==> config.mk <==
export PLATFORM = sky130hd
export DESIGN_NAME = array_search_engine
export DESIGN_NICKNAME = d
export VERILOG_FILES = /design/src/rtl/asrch_pkg.sv /design/src/rtl/asrch_mem.sv /design/src/rtl/array_search_engine.sv
export SDC_FILE = /design/constraint.sdc
export NUM_CORES = 1
export LEC_CHECK = 0
export ABC_AREA = 1
export BUFFER_PORTS_ARGS = -buffer_cell sky130_fd_sc_hd__buf_2
export CORE_MARGIN = 2
export CORE_UTILIZATION = 68
export DETAILED_ROUTE_END_ITERATION = 6
export PLACE_DENSITY_LB_ADDON = 0.2
export RECOVER_POWER = 50
export SLEW_MARGIN = 30
export SYNTH_ARGS = -nofsm -noshare
export SYNTH_HDL_FRONTEND = slang
export SYNTH_SLANG_ARGS = --single-unit
==> constraint.sdc <==
create_clock -name clk -period 10.7 [get_ports clk]
set_input_delay 1.605 -clock clk [delete_from_list [all_inputs] [get_ports clk]]
set_output_delay 1.605 -clock clk [all_outputs]
set_load 0.01 [all_outputs]
==> src/rtl/asrch_pkg.sv <==
`timescale 1ns / 1ps
// Shared constants and action codes for the array search engine.
// No dependencies.
package asrch_pkg;

  localparam int DEPTH_DEF = 16;

  localparam int ACT_W   = 2;
  localparam int SLOT_W  = 4;
  localparam int VALUE_W = 32;
  localparam int COUNT_W = 5;
  localparam int POS_W   = 5;

  localparam int IN_TDATA_W  = 40;
  localparam int OUT_TDATA_W = 8;

  localparam logic [ACT_W-1:0] ACT_LOAD   = 2'd0;
  localparam logic [ACT_W-1:0] ACT_LINEAR = 2'd1;
  localparam logic [ACT_W-1:0] ACT_BINARY = 2'd2;

endpackage

==> src/rtl/asrch_mem.sv <==
`timescale 1ns / 1ps
// Element store: one write port, one read port with registered read data.
// Depends on asrch_pkg.
module asrch_mem #(
  parameter int DEPTH = asrch_pkg::DEPTH_DEF,
  parameter int AW    = 4
) (
  input  logic                                clk,
  input  logic                                wr_en,
  input  logic [AW-1:0]                       wr_addr,
  input  logic signed [asrch_pkg::VALUE_W-1:0] wr_data,
  input  logic [AW-1:0]                       rd_addr,
  output logic signed [asrch_pkg::VALUE_W-1:0] rd_data
);
  import asrch_pkg::*;

  logic signed [VALUE_W-1:0] mem [DEPTH];

  always_ff @(posedge clk) begin
    if (wr_en) begin
      mem[wr_addr] <= wr_data;
    end
  end

  always_ff @(posedge clk) begin
    rd_data <= mem[rd_addr];
  end

endmodule

==> src/rtl/array_search_engine.sv <==
`timescale 1ns / 1ps
// Array search engine top level: control sequencer and stream ports.
// Depends on asrch_pkg and asrch_mem.
//
// A load returns nothing. A linear search reads the store one element per
// cycle from the top valid entry down; a binary search probes one element per
// cycle. The single read port of the element store, with its registered read
// data, paces both searches. One item is in work at a time; the next item is
// taken while a result still waits in the output register. The user must
// write element_count only while idle; the block itself does not enforce
// this. Values above DEPTH search DEPTH entries. Loads to a slot at or above
// DEPTH and items with an unknown action are dropped.
module array_search_engine #(
  parameter int DEPTH = asrch_pkg::DEPTH_DEF
) (
  input  logic                                 clk,
  input  logic                                 rst_n,
  // configuration: element_count
  input  logic                                 cfg_valid,
  output logic                                 cfg_ready,
  input  logic [asrch_pkg::COUNT_W-1:0]        cfg_data,
  // input items
  input  logic                                 in_tvalid,
  output logic                                 in_tready,
  // [3:0] slot, [35:4] value, [39:36] zero
  input  logic [asrch_pkg::IN_TDATA_W-1:0]     in_tdata,
  // [1:0] action
  input  logic [asrch_pkg::ACT_W-1:0]          in_tuser,
  // results
  output logic                                 out_tvalid,
  input  logic                                 out_tready,
  // [0] found, [5:1] position, [7:6] zero
  output logic [asrch_pkg::OUT_TDATA_W-1:0]    out_tdata
);
  import asrch_pkg::*;

  localparam int AW  = (DEPTH > 1) ? $clog2(DEPTH) : 1;
  localparam int CW  = $clog2(DEPTH + 1);
  localparam int MW0 = (AW + 1 > CW) ? AW + 1 : CW;
  localparam int MW1 = (MW0 > COUNT_W) ? MW0 : COUNT_W;
  localparam int MW  = (MW1 > SLOT_W) ? MW1 : SLOT_W;

  typedef enum logic [1:0] {
    S_IDLE,
    S_LIN,
    S_BIN,
    S_DONE
  } state_t;

  state_t                    state_r, state_nxt;
  logic [AW-1:0]             cur_r, cur_nxt;
  logic [CW-1:0]             lo_r, lo_nxt;
  logic [CW-1:0]             hi_r, hi_nxt;
  logic signed [VALUE_W-1:0] key_r, key_nxt;
  logic                      res_found_r, res_found_nxt;
  logic [POS_W-1:0]          res_pos_r, res_pos_nxt;
  logic                      out_valid_r, out_valid_nxt;
  logic [POS_W-1:0]          out_pos_r, out_pos_nxt;
  logic                      out_found_r, out_found_nxt;
  logic [COUNT_W-1:0]        count_r;

  logic [ACT_W-1:0]          in_action;
  logic [SLOT_W-1:0]         in_slot;
  logic signed [VALUE_W-1:0] in_value;
  logic                      in_xfer;
  logic [MW-1:0]             slot_x;
  logic                      slot_ok;
  logic [MW-1:0]             cnt_x;
  logic [MW-1:0]             vcnt_x;
  logic [CW-1:0]             vcnt;
  logic signed [VALUE_W-1:0] rd_data;
  logic                      key_eq;
  logic                      key_lt;
  logic [MW-1:0]             hit_pos;

  function automatic logic [AW-1:0] mid_of(input logic [CW-1:0] lo, input logic [CW-1:0] hi);
    logic [CW:0] sum;
    sum = (CW + 1)'(lo) + (CW + 1)'(hi) - (CW + 1)'(1);
    return sum[AW:1];
  endfunction

  assign in_action = in_tuser;
  assign in_slot   = in_tdata[SLOT_W-1:0];
  assign in_value  = in_tdata[SLOT_W+VALUE_W-1:SLOT_W];

  assign in_tready = (state_r == S_IDLE);
  assign in_xfer   = in_tvalid && in_tready;
  assign cfg_ready = 1'b1;

  assign slot_x  = MW'(in_slot);
  assign slot_ok = (slot_x < MW'(DEPTH));

  assign cnt_x  = MW'(count_r);
  assign vcnt_x = (cnt_x > MW'(DEPTH)) ? MW'(DEPTH) : cnt_x;
  assign vcnt   = vcnt_x[CW-1:0];

  assign key_eq  = (rd_data == key_r);
  assign key_lt  = (key_r < rd_data);
  assign hit_pos = MW'(cur_r) + MW'(1);

  asrch_mem #(
    .DEPTH (DEPTH),
    .AW    (AW)
  ) u_mem (
    .clk     (clk),
    .wr_en   (in_xfer && (in_action == ACT_LOAD) && slot_ok),
    .wr_addr (slot_x[AW-1:0]),
    .wr_data (in_value),
    .rd_addr (cur_nxt),
    .rd_data (rd_data)
  );

  always_comb begin
    state_nxt     = state_r;
    cur_nxt       = cur_r;
    lo_nxt        = lo_r;
    hi_nxt        = hi_r;
    key_nxt       = key_r;
    res_found_nxt = res_found_r;
    res_pos_nxt   = res_pos_r;
    out_valid_nxt = out_valid_r && !out_tready;
    out_found_nxt = out_found_r;
    out_pos_nxt   = out_pos_r;

    unique case (state_r)
      S_IDLE: begin
        if (in_xfer) begin
          key_nxt = in_value;
          if (in_action == ACT_LINEAR) begin
            if (vcnt == '0) begin
              res_found_nxt = 1'b0;
              res_pos_nxt   = '0;
              state_nxt     = S_DONE;
            end else begin
              cur_nxt   = AW'(vcnt - CW'(1));
              state_nxt = S_LIN;
            end
          end else if (in_action == ACT_BINARY) begin
            lo_nxt = '0;
            hi_nxt = vcnt;
            if (vcnt == '0) begin
              res_found_nxt = 1'b0;
              res_pos_nxt   = '0;
              state_nxt     = S_DONE;
            end else begin
              cur_nxt   = mid_of('0, vcnt);
              state_nxt = S_BIN;
            end
          end
        end
      end
      S_LIN: begin
        if (key_eq) begin
          res_found_nxt = 1'b1;
          res_pos_nxt   = hit_pos[POS_W-1:0];
          state_nxt     = S_DONE;
        end else if (cur_r == '0) begin
          res_found_nxt = 1'b0;
          res_pos_nxt   = '0;
          state_nxt     = S_DONE;
        end else begin
          cur_nxt = cur_r - AW'(1);
        end
      end
      S_BIN: begin
        if (key_eq) begin
          res_found_nxt = 1'b1;
          res_pos_nxt   = hit_pos[POS_W-1:0];
          state_nxt     = S_DONE;
        end else begin
          if (key_lt) begin
            hi_nxt = CW'(cur_r);
          end else begin
            lo_nxt = CW'(cur_r) + CW'(1);
          end
          if (lo_nxt < hi_nxt) begin
            cur_nxt = mid_of(lo_nxt, hi_nxt);
          end else begin
            res_found_nxt = 1'b0;
            res_pos_nxt   = '0;
            state_nxt     = S_DONE;
          end
        end
      end
      S_DONE: begin
        if (!out_valid_r || out_tready) begin
          out_valid_nxt = 1'b1;
          out_found_nxt = res_found_r;
          out_pos_nxt   = res_pos_r;
          state_nxt     = S_IDLE;
        end
      end
      default: begin
        state_nxt = S_IDLE;
      end
    endcase
  end

  always_ff @(posedge clk) begin
    if (!rst_n) begin
      state_r     <= S_IDLE;
      out_valid_r <= 1'b0;
    end else begin
      state_r     <= state_nxt;
      out_valid_r <= out_valid_nxt;
    end
    cur_r       <= cur_nxt;
    lo_r        <= lo_nxt;
    hi_r        <= hi_nxt;
    key_r       <= key_nxt;
    res_found_r <= res_found_nxt;
    res_pos_r   <= res_pos_nxt;
    out_found_r <= out_found_nxt;
    out_pos_r   <= out_pos_nxt;
  end

  always_ff @(posedge clk) begin
    if (!rst_n) begin
      count_r <= '0;
    end else if (cfg_valid && cfg_ready) begin
      count_r <= cfg_data;
    end
  end

  assign out_tvalid = out_valid_r;
  assign out_tdata  = OUT_TDATA_W'({out_pos_r, out_found_r});

endmodule
==> run summary, run 1 <==
status: finished with violations
violated checks: max-capacitance violations, max-slew violations
f_max: 154 MHz
sequential area share after synthesis: 0.650
final worst setup slack: 4.19 ns
Mapped Area: 27500 um^2
CTS Root Cell: clkbuf_16
Detailed Route WL: 64.1 mm
post-CTS sizing: 0
starting density of the core: 0.691
layout cell share with drive strength beyond 1: 0.0660
Congestion Overflow GR: 0
via count: 18600
area of the core: 39800 um^2
Area Overhead vs Synth: 8.40%
antenna diode count: 0
GPL Wtd Cong: 0.881
H-Tree Depth: 2
Port Buf Inserts: 55
antenna violations before repair: 1
crit path kind: input port to flip-flop
CTS Buffer Depth: 3
Hold Crit Class: flip-flop to flip-flop
FFs w/ async S/R, synth: 0
drt first pass iters: 6
die height: 205 um
setup TNS: 0 ns
# Post-CTS Setup Buffers: 0
Worst setup SP type: input port
post-route DRC violation count: 0
Hold Buf Count CTS: 0
crit path max fanout: 105
routed vias/inst: 5.90
CTS buffer count: 60
fin crit share: 0.608
worst path arrival time: 7.02 ns
syn avg cell area: 10.7 um^2
Max Cap Viol: 1
# setup viols final: 0
minimum clock period: 6.51 ns
Die X: 205 um
vias in the first global route: 18000
Req. time, crit path: 11.21 ns
Row Count: 73
hpwl dp: 31.2 mm
Post-synth top flop: edfxtp_1
Total GRT Usage: 0.308
Post-synth EDFFs: 566
Slew @ Worst Pin: 2.03 ns
fin util: 0.749
initial DRC count: 1981
CP Capture Type: flip-flop
pin count of the biggest net entering global routing: 154
Routed wire per std cell: 20.4 um
first-pass GRT wire length: 97.4 mm
clock-pin slew on the worst setup and hold paths: 0.06 ns
Seq cells post-synth: 610
Synth Warn #: 0
RSZ-0062 raised after global routing: false
Die ar.: 42100 um^2
antenna viol nets, final: 0
CTS Sinks: 610
commonest non-fill, non-tap cell in the layout: nand3_1
clock latency on the worst-skew pair: 0.64 ns
clock skew: 0.0272 ns
Final Hold Vio Count: 0
post-synth cell types: 38
# fillers: 2653
slew margin rel.: -0.362
pre-CTS WS: 4.44 ns
CTS tree: built
most frequent cells in the layout: nand3_1, edfxtp_1, inv_1
fin nets: 2673
Ports: 63
Slew Limit Fails: 37
cell count after synthesis: 2561
## sequential cells by signal, indices dropped and copies added, names as in the netlist
name           cells
cnt_x              5
res_pos_r          5
u_mem.rd_data     32
cur_r              4
u_mem.mem        512
out_pos_r          5
out_found_r        1
out_tvalid         1
key_r             32
lo_r               5
res_found_r        1
state_r            2
hi_r               5
## worst max-delay path, cell delays in order
cell	delay, ns
buf_2	0.11
nand2_1	0.12
clkinvlp_2	1.54
a311oi_1	1.24
nand2_8	0.47
nand2_8	0.53
buf_6	0.64
nand2_1	0.12
nand3_1	0.12
nand3_1	0.10
nand3_1	0.14
nand2_1	0.06
## cells in the mapped netlist, drive strengths merged (2+ instances only)
cell	n	area (um^2)
nand3b	130	976
nor3	2	10.0
nand4	2	18.8
a21oi	34	181
a31oi	3	18.8
o211ai	5	37.5
o21ai	44	224
dfxtp	44	881
clkbuf	33	124
buf	106	787
nor2	59	229
clkinv	4	15.0
nand2	392	1500
inv	473	1780
a311oi	4	35.0
edfxtp	566	17000
nand3	598	3000
a21boi	2	15.0
ha	49	613
conb	2	7.51
xor2	3	26.3
## cell families after synthesis
kind of cell,after synthesis,share of synthesized area
adders and majority gates,49,0.0223
and+or+nand+nor,1184,0.209
xor gates and xnor gates,4,0.00127
DFF,610,0.650
other,2,0.000273
buffers and inverters,616,0.0981
AOI/OAI and AO/OA,96,0.0198
## layout make-up
cell class / instances / area, um^2 / area share
clock buffers: 82 / 1610 / 0.0538
repair buffers: 87 / 518 / 0.0174
clock inverters: 31 / 250 / 0.00839
flip-flops and latches: 610 / 17900 / 0.599
inverters: 477 / 1790 / 0.0601
multi-input cells: 1336 / 7140 / 0.239
well taps: 525 / 657 / 0.0220
## worst paths after layout
kind	start	to	slack (ns)	cells past startpoint
max	in_tvalid	u_mem.rd_data[29]$_DFF_P_	4.19	12
min	res_pos_r[0]$_SDFFCE_PN0P_	out_pos_r[0]$_DFFE_PP_	0.43	0
max reg2reg	key_r[23]$_DFFE_PP_	u_mem.rd_data[9]$_DFF_P_	4.40	26
min reg2reg	res_pos_r[0]$_SDFFCE_PN0P_	out_pos_r[0]$_DFFE_PP_	0.43	0
## per-stage QoR
stage	hold slack, ns	cell area [um^2]	std cells
5_1_grt	0.432	29800	3148
3_5_place_dp	0.408	28000	3034
2_1_floorplan	0.400	27500	2562
6_report	0.430	29800	3148
3_3_place_gp	0.406	28000	3033
4_1_cts	0.428	29900	3147
## per-layer routing
metal	part of all wire	GRT usage	routed length, um	vias up
li1	-	-	-	8628
met1	0.39	0.408	24700	8813
met2	0.48	0.517	30900	938
met3	0.094	0.0432	6010	196
met4	0.037	0.133	2400	2
met5	0.00020	0	13	-
Power of run 1 is not shown: default switching activity piles up to over one toggle a cycle in this logic, so the estimate is an artifact.
==> run 2: changes to the inputs <==
--- a/config.mk
+++ b/config.mk
@@ -8,7 +8,7 @@
 export ABC_AREA = 1
 export BUFFER_PORTS_ARGS = -buffer_cell sky130_fd_sc_hd__buf_2
 export CORE_MARGIN = 2
-export CORE_UTILIZATION = 68
+export CORE_UTILIZATION = 63
 export DETAILED_ROUTE_END_ITERATION = 6
 export PLACE_DENSITY_LB_ADDON = 0.2
 export RECOVER_POWER = 50
==> constraint.sdc (replaced) <==
create_clock -name clk -period 6.8 [get_ports clk]
set_input_delay 1.02 -clock clk [delete_from_list [all_inputs] [get_ports clk]]
set_output_delay 1.02 -clock clk [all_outputs]
set_load 0.01 [all_outputs]
==> run summary, run 2 (synthesis gave the netlist of run 1 again) <==
CTS buffer count: 59
# Post-CTS Setup Buffers: 0
vias in the first global route: 17800
post-route DRC violation count: 0
final worst setup slack: 0.764 ns
Ports: 63
CTS Sinks: 610
worst path arrival time: 6.59 ns
area of the core: 43100 um^2
CTS Root Cell: clkbuf_16
max reg flops: 512
Congestion Overflow GR: 0
post-CTS sizing: 0
f_max: 166 MHz
Detailed Route WL: 63.1 mm
Slew @ Worst Pin: 0.868 ns
largest register by flop count: u_mem.mem
# setup viols final: 0
setup TNS: 0 ns
Final Hold Vio Count: 0
pin count of the biggest net entering global routing: 129
Hold Buf Count CTS: 0
die height: 213 um
fin nets: 2676
FF+latch area: 17900 um^2
multi-input gate area in the final layout: 7130 um^2
antenna viol nets, final: 0
initial DRC count: 1803
Regs by FF count: u_mem.mem x512, key_r x32, u_mem.rd_data x32
slew margin rel.: 0.420
drt first pass iters: 7
Slew Limit Fails: 0
crit path kind: flip-flop to flip-flop
via count: 18400
commonest non-fill, non-tap cell in the layout: nand3_1
clock-pin slew on the worst setup and hold paths: 0.06 ns
# fillers: 2978
CP Capture Type: flip-flop
status: finished clean
CTS tree: built
minimum clock period: 6.04 ns
Area Overhead vs Synth: 9.83%
layout cell share with drive strength beyond 1: 0.0705
Total GRT Usage: 0.284
clock latency on the worst-skew pair: 0.62 ns
Hold Crit Class: flip-flop to flip-flop
RSZ-0062 raised after global routing: false
Worst setup SP type: flip-flop
pre-CTS WS: 1.02 ns
most frequent cells in the layout: nand3_1, edfxtp_1, inv_1
Max Cap Viol: 0
Routed wire per std cell: 19.7 um
worst hold margin: 0.421 ns
clock skew: 0.0170 ns
starting density of the core: 0.639
Row Count: 76
Die ar.: 45400 um^2
crit path max fanout: 124
Die X: 213 um
fin crit share: 0.888
routed vias/inst: 5.73
H-Tree Depth: 2
hpwl dp: 31.2 mm
first-pass GRT wire length: 96.9 mm
CTS Buffer Depth: 3
Req. time, crit path: 7.35 ns
Port Buf Inserts: 55
antenna violations before repair: 2
GPL Wtd Cong: 0.901
## run 2: final timing paths
check        slack, ns  cells after the start                       start                   endpoint
max               0.76                     25         key_r[21]$_DFFE_PP_  u_mem.rd_data[14]$_DFF_P_
max reg2reg       0.76                     25         key_r[21]$_DFFE_PP_  u_mem.rd_data[14]$_DFF_P_
min               0.42                      0  res_pos_r[4]$_SDFFCE_PN0P_     out_pos_r[4]$_DFFE_PP_
min reg2reg       0.42                      0  res_pos_r[4]$_SDFFCE_PN0P_     out_pos_r[4]$_DFFE_PP_
## run 2: metrics by stage
stage,instances,cell area [um^2],utilization
6_report,3211,30200,0.702
5_1_grt,3210,30200,0.702
4_1_cts,3210,30300,0.703
3_5_place_dp,3099,28200,0.655
3_3_place_gp,3097,28100,0.653
2_1_floorplan,2562,27500,-
## run 2: layout make-up
cell class / instances / share of cell area
antenna: 1 / 0.0000828
sequential: 610 / 0.591
timing repair buffer: 91 / 0.0208
clock inverter: 33 / 0.0154
inverter: 477 / 0.0593
multi-input combinational: 1336 / 0.236
tap: 585 / 0.0242
clock buffer: 78 / 0.0529
## run 2: routing by layer
layer	vias up	routed length [um]	track usage	part of all wire
li1	8633	-	-	-
met2	783	31000	0.486	0.49
met4	4	2040	0.110	0.032
met3	169	4920	0.0454	0.078
met5	-	25	0	0.00040
met1	8825	25100	0.367	0.40
## run 2: critical path, stage by stage, from the launching register on
cell      delay (ns)
edfxtp_1        0.37
ha_1            0.33
nand2_1         0.08
nor2_1          0.13
nand4_1         0.33
nor2_1          0.36
nand2_1         0.14
nand2_1         0.09
nand2_2         0.11
nand2_4         0.18
inv_1           0.09
o21ai_0         0.25
inv_1           0.08
ha_1            0.34
a221oi_1        0.50
nand2_2         0.17
nand2_1         0.10
nand3_2         0.14
nand2_8         0.44
nand2_8         0.61
buf_4           0.51
nand2_1         0.12
nand3_1         0.08
nand3_1         0.11
nand3_1         0.10
nand2_1         0.10
Power of run 2 is left out for the same reason.
